`src/rtl/psds_pkg.sv`:
```
// shared types and constants of the parity split dual stack
// no dependencies

package psds_pkg;

  localparam int unsigned ValueWidth  = 32;
  localparam int unsigned StatusWidth = 2;

  typedef enum logic {
    OP_PUSH = 1'b0,
    OP_POP  = 1'b1
  } opcode_e;

  typedef enum logic [StatusWidth-1:0] {
    ST_OK    = 2'd0,
    ST_FULL  = 2'd1,
    ST_EMPTY = 2'd2
  } status_e;

  typedef logic signed [ValueWidth-1:0] value_t;

  localparam value_t EmptyValue = '1;

endpackage

```
`src/rtl/parity_split_dual_stack_unit.sv`:
```
// Two bounded LIFO stacks of signed 32-bit values split by parity. On each transfer a
// push or pop is decided from the two cached stack tops and the counters, and the
// result lands in the output register at the transfer edge, so one operation per cycle
// is sustained while the output side keeps tready high. Each stack lives in its own
// memory with one write port and one registered read port; a pop fetches the entry
// below the popped one so the new top is ready next cycle.
// Input tuser carries the opcode (0 push, 1 pop); stack contents are undefined
// until written, counters reset to zero.
// depends on psds_pkg

module parity_split_dual_stack_unit #(
  parameter int unsigned STACK_DEPTH = 32
) (
  input  logic        clk_i,
  input  logic        rst_ni,
  input  logic        s_axis_tvalid_i,
  output logic        s_axis_tready_o,
  input  logic [31:0] s_axis_tdata_i,   // [31:0] push_value
  input  logic [0:0]  s_axis_tuser_i,   // [0] opcode
  output logic        m_axis_tvalid_o,
  input  logic        m_axis_tready_i,
  output logic [31:0] m_axis_tdata_o,   // [31:0] result_value
  output logic [2:0]  m_axis_tuser_o    // [1:0] status, [2] from_odd
);

  localparam int unsigned CntWidth  = $clog2(STACK_DEPTH + 1);
  localparam int unsigned AddrWidth = (STACK_DEPTH > 1) ? $clog2(STACK_DEPTH) : 1;
  localparam logic [CntWidth-1:0] CntFull = CntWidth'(STACK_DEPTH);
  localparam logic [CntWidth-1:0] CntOne  = CntWidth'(1);
  localparam logic [CntWidth-1:0] CntTwo  = CntWidth'(2);

  // stack memories
  psds_pkg::value_t even_mem [STACK_DEPTH];
  psds_pkg::value_t odd_mem  [STACK_DEPTH];

  logic [CntWidth-1:0] even_cnt_q, even_cnt_d;
  logic [CntWidth-1:0] odd_cnt_q, odd_cnt_d;
  psds_pkg::value_t    even_top_q, odd_top_q;
  psds_pkg::value_t    even_rd_q, odd_rd_q;
  logic                even_from_mem_q, even_from_mem_d;
  logic                odd_from_mem_q, odd_from_mem_d;

  logic                  out_valid_q;
  psds_pkg::value_t      out_value_q, out_value_d;
  psds_pkg::status_e     out_status_q, out_status_d;
  logic                  out_odd_q, out_odd_d;

  logic              in_xfer;
  psds_pkg::value_t  push_value;
  psds_pkg::opcode_e opcode;
  psds_pkg::value_t  even_top, odd_top;
  logic              have_even, have_odd, take_even;
  logic              push_even, push_odd, pop_even, pop_odd;
  logic [CntWidth-1:0] even_below, odd_below;

  assign s_axis_tready_o = !out_valid_q || m_axis_tready_i;
  assign in_xfer         = s_axis_tvalid_i && s_axis_tready_o;
  assign push_value      = s_axis_tdata_i;
  assign opcode          = psds_pkg::opcode_e'(s_axis_tuser_i[0]);

  assign even_top  = even_from_mem_q ? even_rd_q : even_top_q;
  assign odd_top   = odd_from_mem_q ? odd_rd_q : odd_top_q;
  assign have_even = even_cnt_q != '0;
  assign have_odd  = odd_cnt_q != '0;
  assign take_even = have_even && (!have_odd || (even_top > odd_top));
  assign even_below = even_cnt_q - CntTwo;
  assign odd_below  = odd_cnt_q - CntTwo;

  always_comb begin
    push_even    = 1'b0;
    push_odd     = 1'b0;
    pop_even     = 1'b0;
    pop_odd      = 1'b0;
    out_value_d  = '0;
    out_status_d = psds_pkg::ST_OK;
    out_odd_d    = 1'b0;
    case (opcode)
      psds_pkg::OP_PUSH: begin
        out_odd_d = push_value[0];
        if (push_value[0]) begin
          if (odd_cnt_q == CntFull) out_status_d = psds_pkg::ST_FULL;
          else                      push_odd     = in_xfer;
        end else begin
          if (even_cnt_q == CntFull) out_status_d = psds_pkg::ST_FULL;
          else                       push_even    = in_xfer;
        end
      end
      psds_pkg::OP_POP: begin
        if (!have_even && !have_odd) begin
          out_value_d  = psds_pkg::EmptyValue;
          out_status_d = psds_pkg::ST_EMPTY;
        end else if (take_even) begin
          out_value_d = even_top;
          pop_even    = in_xfer;
        end else begin
          out_value_d = odd_top;
          out_odd_d   = 1'b1;
          pop_odd     = in_xfer;
        end
      end
      default: ;
    endcase

    even_cnt_d      = even_cnt_q;
    odd_cnt_d       = odd_cnt_q;
    even_from_mem_d = even_from_mem_q;
    odd_from_mem_d  = odd_from_mem_q;
    if (push_even) begin
      even_cnt_d      = even_cnt_q + CntOne;
      even_from_mem_d = 1'b0;
    end
    if (pop_even) begin
      even_cnt_d      = even_cnt_q - CntOne;
      even_from_mem_d = 1'b1;
    end
    if (push_odd) begin
      odd_cnt_d      = odd_cnt_q + CntOne;
      odd_from_mem_d = 1'b0;
    end
    if (pop_odd) begin
      odd_cnt_d      = odd_cnt_q - CntOne;
      odd_from_mem_d = 1'b1;
    end
  end

  always_ff @(posedge clk_i or negedge rst_ni) begin
    if (!rst_ni) begin
      even_cnt_q      <= '0;
      odd_cnt_q       <= '0;
      even_from_mem_q <= 1'b0;
      odd_from_mem_q  <= 1'b0;
      out_valid_q     <= 1'b0;
    end else begin
      even_cnt_q      <= even_cnt_d;
      odd_cnt_q       <= odd_cnt_d;
      even_from_mem_q <= even_from_mem_d;
      odd_from_mem_q  <= odd_from_mem_d;
      if (s_axis_tready_o) out_valid_q <= s_axis_tvalid_i;
    end
  end

  always_ff @(posedge clk_i) begin
    if (in_xfer) begin
      out_value_q  <= out_value_d;
      out_status_q <= out_status_d;
      out_odd_q    <= out_odd_d;
    end
    if (push_even) even_top_q <= push_value;
    if (push_odd)  odd_top_q  <= push_value;
  end

  // even stack memory
  always_ff @(posedge clk_i) begin
    if (push_even) even_mem[even_cnt_q[AddrWidth-1:0]] <= push_value;
    if (pop_even)  even_rd_q <= even_mem[even_below[AddrWidth-1:0]];
  end

  // odd stack memory
  always_ff @(posedge clk_i) begin
    if (push_odd) odd_mem[odd_cnt_q[AddrWidth-1:0]] <= push_value;
    if (pop_odd)  odd_rd_q <= odd_mem[odd_below[AddrWidth-1:0]];
  end

  assign m_axis_tvalid_o = out_valid_q;
  assign m_axis_tdata_o  = out_value_q;
  assign m_axis_tuser_o  = {out_odd_q, out_status_q};

  a_cnt_bound: assert property (@(posedge clk_i) disable iff (!rst_ni)
    (even_cnt_q <= CntFull) && (odd_cnt_q <= CntFull))
    else $error("stack count beyond depth");

  a_empty_value: assert property (@(posedge clk_i) disable iff (!rst_ni)
    (out_valid_q && out_status_q == psds_pkg::ST_EMPTY) |->
      (out_value_q == psds_pkg::EmptyValue && !out_odd_q))
    else $error("empty pop without all-ones result");

  a_odd_push: assert property (@(posedge clk_i) disable iff (!rst_ni)
    push_odd |=> (odd_cnt_q == $past(odd_cnt_q) + CntOne) && !odd_from_mem_q)
    else $error("odd push did not advance the stack");

  a_pop_exclusive: assert property (@(posedge clk_i) disable iff (!rst_ni)
    !(pop_even && pop_odd) && !(push_even && push_odd))
    else $error("both stacks touched in one transfer");

endmodule

```
`config.mk`:
```
export PLATFORM = sky130hd
export DESIGN_NAME = parity_split_dual_stack_unit
export DESIGN_NICKNAME = d
export VERILOG_FILES = /design/src/rtl/psds_pkg.sv /design/src/rtl/parity_split_dual_stack_unit.sv
export SDC_FILE = /design/constraint.sdc
export NUM_CORES = 2
export LEC_CHECK = 0
export ABC_CLOCK_PERIOD_IN_PS = 6700
export BUFFER_PORTS_ARGS = -buffer_cell sky130_fd_sc_hd__buf_2
export CAP_MARGIN = 15
export CORE_MARGIN = 3
export CORE_UTILIZATION = 55
export CTS_BUF_LIST = sky130_fd_sc_hd__clkbuf_8
export DETAILED_ROUTE_END_ITERATION = 12
export PLACE_DENSITY = 0.69
export SLEW_MARGIN = 20
export SYNTH_ARGS = -nofsm -noshare
export SYNTH_HDL_FRONTEND = slang
export SYNTH_SLANG_ARGS = --single-unit
export TNS_END_PERCENT = 1
```
`constraint.sdc`:
```
create_clock -name clk_i -period 6.7 [get_ports clk_i]
set_clock_uncertainty 0.2 [all_clocks]
set_input_delay 1.34 -clock clk_i [delete_from_list [all_inputs] [get_ports clk_i]]
set_output_delay 1.34 -clock clk_i [all_outputs]
set_load 0.01 [all_outputs]
```
==> impl_metrics.env <==
export IMPL_worst_setup_path_type="register to register"
export IMPL_dp_slack_ns=1.37
export IMPL_die_area_um2=161000
export IMPL_clkTransAtPathRegs_ns=0.07
export IMPL_relSlewSlack=0.257
export IMPL_place_congestion=0.852
export IMPL_routed_via_count=39745
export IMPL_fin_nets=4005
export IMPL_grt_pass1_wl_mm=291
export IMPL_postPlaceCellArea_um2=89700
export IMPL_io_pins=74
export IMPL_ir_drop_mv=0.417
export IMPL_grt_pass1_vias=40639
export IMPL_cap_violations=0
export IMPL_overflow=0
export IMPL_tightest_slew_ns=1.11
export IMPL_synthArstFlopShare=0.00674
export IMPL_postCtsHoldBufs=0
export IMPL_path_max_fanout=20
export IMPL_cts_tree="yes"
export IMPL_dp_hpwl_mm=110
export IMPL_ys_ff_latch=2226
export IMPL_avgSynthCellArea_um2=24.3
export IMPL_cts_htree_levels=5
export IMPL_drv_slew=0
export IMPL_reg2regPathDepth=17
export IMPL_dp_cells=5611
export IMPL_post_route_util=0.621
export IMPL_setup_tns_ns=0
export IMPL_post_cts_repair_setup_buffers=0
export IMPL_synth_cell_type_count=61
export IMPL_drc=0
export IMPL_hp_class="input port to asynchronous set/reset pin"
export IMPL_synth_most_common_cell="edfxtp_1"
export IMPL_areaGrowthSynthToFinish_pct=11.8
export IMPL_synth_top_area_share=0.774
export IMPL_status="complete, no violations"
export IMPL_end_kind="register"
export IMPL_rsz0062_at_grt="no"
export IMPL_synth_common_cells="edfxtp_1, mux4_2, clkbuf_1, mux2_2, nor2_1"
export IMPL_die_x_um=401
export IMPL_drive_gt1_frac=0.350
export IMPL_critPathRequiredTime_ns=7.37
export IMPL_muxShareOfSynthArea=0.185
export IMPL_total_power_mw=40.3
export IMPL_core_area_um2=154000
export IMPL_netlist_top_cells_area="edfxtp_1, mux4_2, mux2_2"
export IMPL_cts_buffers=354
export IMPL_die_y_um=401
export IMPL_post_route_min_period_ns=5.24
export IMPL_synth_xor_area_frac=0.00123
export IMPL_dr_pass1_iters=6
export IMPL_cts_path_max_buffers=4
export IMPL_synth_fp_nets=3604
export IMPL_ant_nets=0
export IMPL_viasPerCell=6.40
export IMPL_rr_startpoint="even_from_mem_q"
export IMPL_yosys_area_share_simple=0.00871
export IMPL_final_cell_area_um2=95900
export IMPL_yosys_warnings=0
export IMPL_power_density_nw_per_um2=421
export IMPL_synth_edf_count=2211
export IMPL_cts_root_buffer="clkbuf_8"
export IMPL_clock_sinks=2226
export IMPL_reg2reg_to="even_cnt_q[5]"
export IMPL_layout_setup_ws_ns=1.46
export IMPL_grt_max_degree=108
export IMPL_r2r_slack_ns=1.46
export IMPL_ys_flop_type="edfxtp_1"
export IMPL_port_buffers=73
export IMPL_hold_viol=0
export IMPL_fin_cells=6210
export IMPL_hold_ws_ns=0.191
export IMPL_synth_adder_area_share=0.00659
export IMPL_drt_total_wl_mm=202
export IMPL_wl_per_cell_um=32.5
export IMPL_rows=144
export IMPL_yosys_area_top_type="edfxtp_1"
export IMPL_synthCells=3523
export IMPL_cp_start_kind="register"
export IMPL_seq_area_frac_synth=0.779
export IMPL_drt_iter0_markers=5550
export IMPL_synth_compound_area_frac=0.00998
export IMPL_setup_violations=0
export IMPL_mappedNetlistArea_um2=85800
export IMPL_p_leak_nw=30.4
export IMPL_synth_top_family_by_area="multiplexers"
export IMPL_endpoint="even_cnt_q[5]"
export IMPL_period_share=0.782
export IMPL_ctsResizeCount=0
export IMPL_track_usage=0.255
export IMPL_clk_latency_ns=1.01
export IMPL_start_util=0.555
export IMPL_critPathArrivalTime_ns=5.91
export IMPL_antenna_found_initial=29
export IMPL_crit_start="even_from_mem_q"
export IMPL_fmax_mhz=191
[worst max-delay path: stages (launching register included)]
cell and delay, ns:
dfrtp_1 0.69, buf_4 0.38, mux2_2 0.39, ha_1 0.32, nand4_1 0.17, nor4_2 0.35, a31oi_1 0.26, and3_1 0.28
a22o_2 0.27, nor2_1 0.24, inv_1 0.18, ha_1 0.32, a21o_1 0.19, a21oi_1 0.22, o21bai_1 0.09, a21oi_1 0.24
a21oi_1 0.07, a311o_1 0.27
[layout make-up]
cell class / instances / area (um^2)
clock buffer: 362 / 4980
timing repair buffer: 222 / 1570
clock inverter: 230 / 1130
antenna: 6 / 15.0
fill: 10156 / 58500
tap: 2044 / 2560
multi-input combinational: 1101 / 18800
sequential: 2226 / 66800
inverter: 19 / 71.3
[flip-flops by register name, summed over array words and instances (netlist names)]
name,count
even_top_q,32
odd_cnt_q,6
even_cnt_q,6
m_axis_tdata_o,32
even_rd_q,32
odd_from_mem_q,1
even_from_mem_q,1
even_mem,1024
odd_top_q,32
odd_mem,1024
out_status_q,2
m_axis_tvalid_o,1
odd_rd_q,32
out_odd_q,1
[cell families after synthesis]
group                    count (synthesis)
multiplexers                           776
buffers and inverters                  196
flip-flops                            2226
AO/OA/AOI/OAI                          119
AND/OR/NAND/NOR                        150
XOR/XNOR                                12
adder cells (fa/ha/maj)                 44
[report_power, final]
| group | leakage, nW | internal, mW | switching (mW) |
|---|---|---|---|
| clock network | 3.53 | 5.28 | 5.00 |
| registers | 20.1 | 16.0 | 0.485 |
| logic | 6.78 | 6.11 | 7.44 |
[layer usage]
| layer | vias to the layer above | global-route usage | part of all wire | wire length, um |
|---|---|---|---|---|
| met1 | 21328 | 0.378 | 0.41 | 81700 |
| met5 | - | 0 | 0.00024 | 49 |
| met3 | 278 | 0.0731 | 0.11 | 21600 |
| met4 | 8 | 0.0712 | 0.023 | 4710 |
| met2 | 2034 | 0.377 | 0.46 | 93400 |
| li1 | 16097 | - | - | - |
[how the worst min path moves through the flow]
stage | slack (ns) | to | cells past startpoint | start
global placement | 0.37 | m_axis_tvalid_o | 2 | m_axis_tvalid_o
floorplan | 0.43 | m_axis_tvalid_o | 2 | m_axis_tvalid_o
global route | 0.17 | odd_cnt_q[4] | 1 | rst_ni
CTS | 0.09 | odd_cnt_q[0] | 1 | rst_ni
finish | 0.19 | odd_cnt_q[2] | 1 | rst_ni
detailed placement | 0.36 | m_axis_tvalid_o | 2 | m_axis_tvalid_o
[placed cells by master, fill, tap and decap left out, drive strengths merged, types with 8 or more instances in the layout]
| cell type | count |
|---|---|
| a21o | 8 |
| a21oi | 53 |
| a311oi | 26 |
| buf | 222 |
| bufinv | 8 |
| clkbuf | 362 |
| clkinv | 112 |
| dfrtp | 15 |
| edfxtp | 2211 |
| ha | 42 |
| inv | 125 |
| mux2 | 98 |
| mux2i | 38 |
| mux4 | 640 |
| nand2 | 13 |
| nand3 | 20 |
| nand4 | 10 |
| nor2 | 73 |
| nor3 | 8 |
| or3 | 8 |
(Power assumes the default switching activity.)
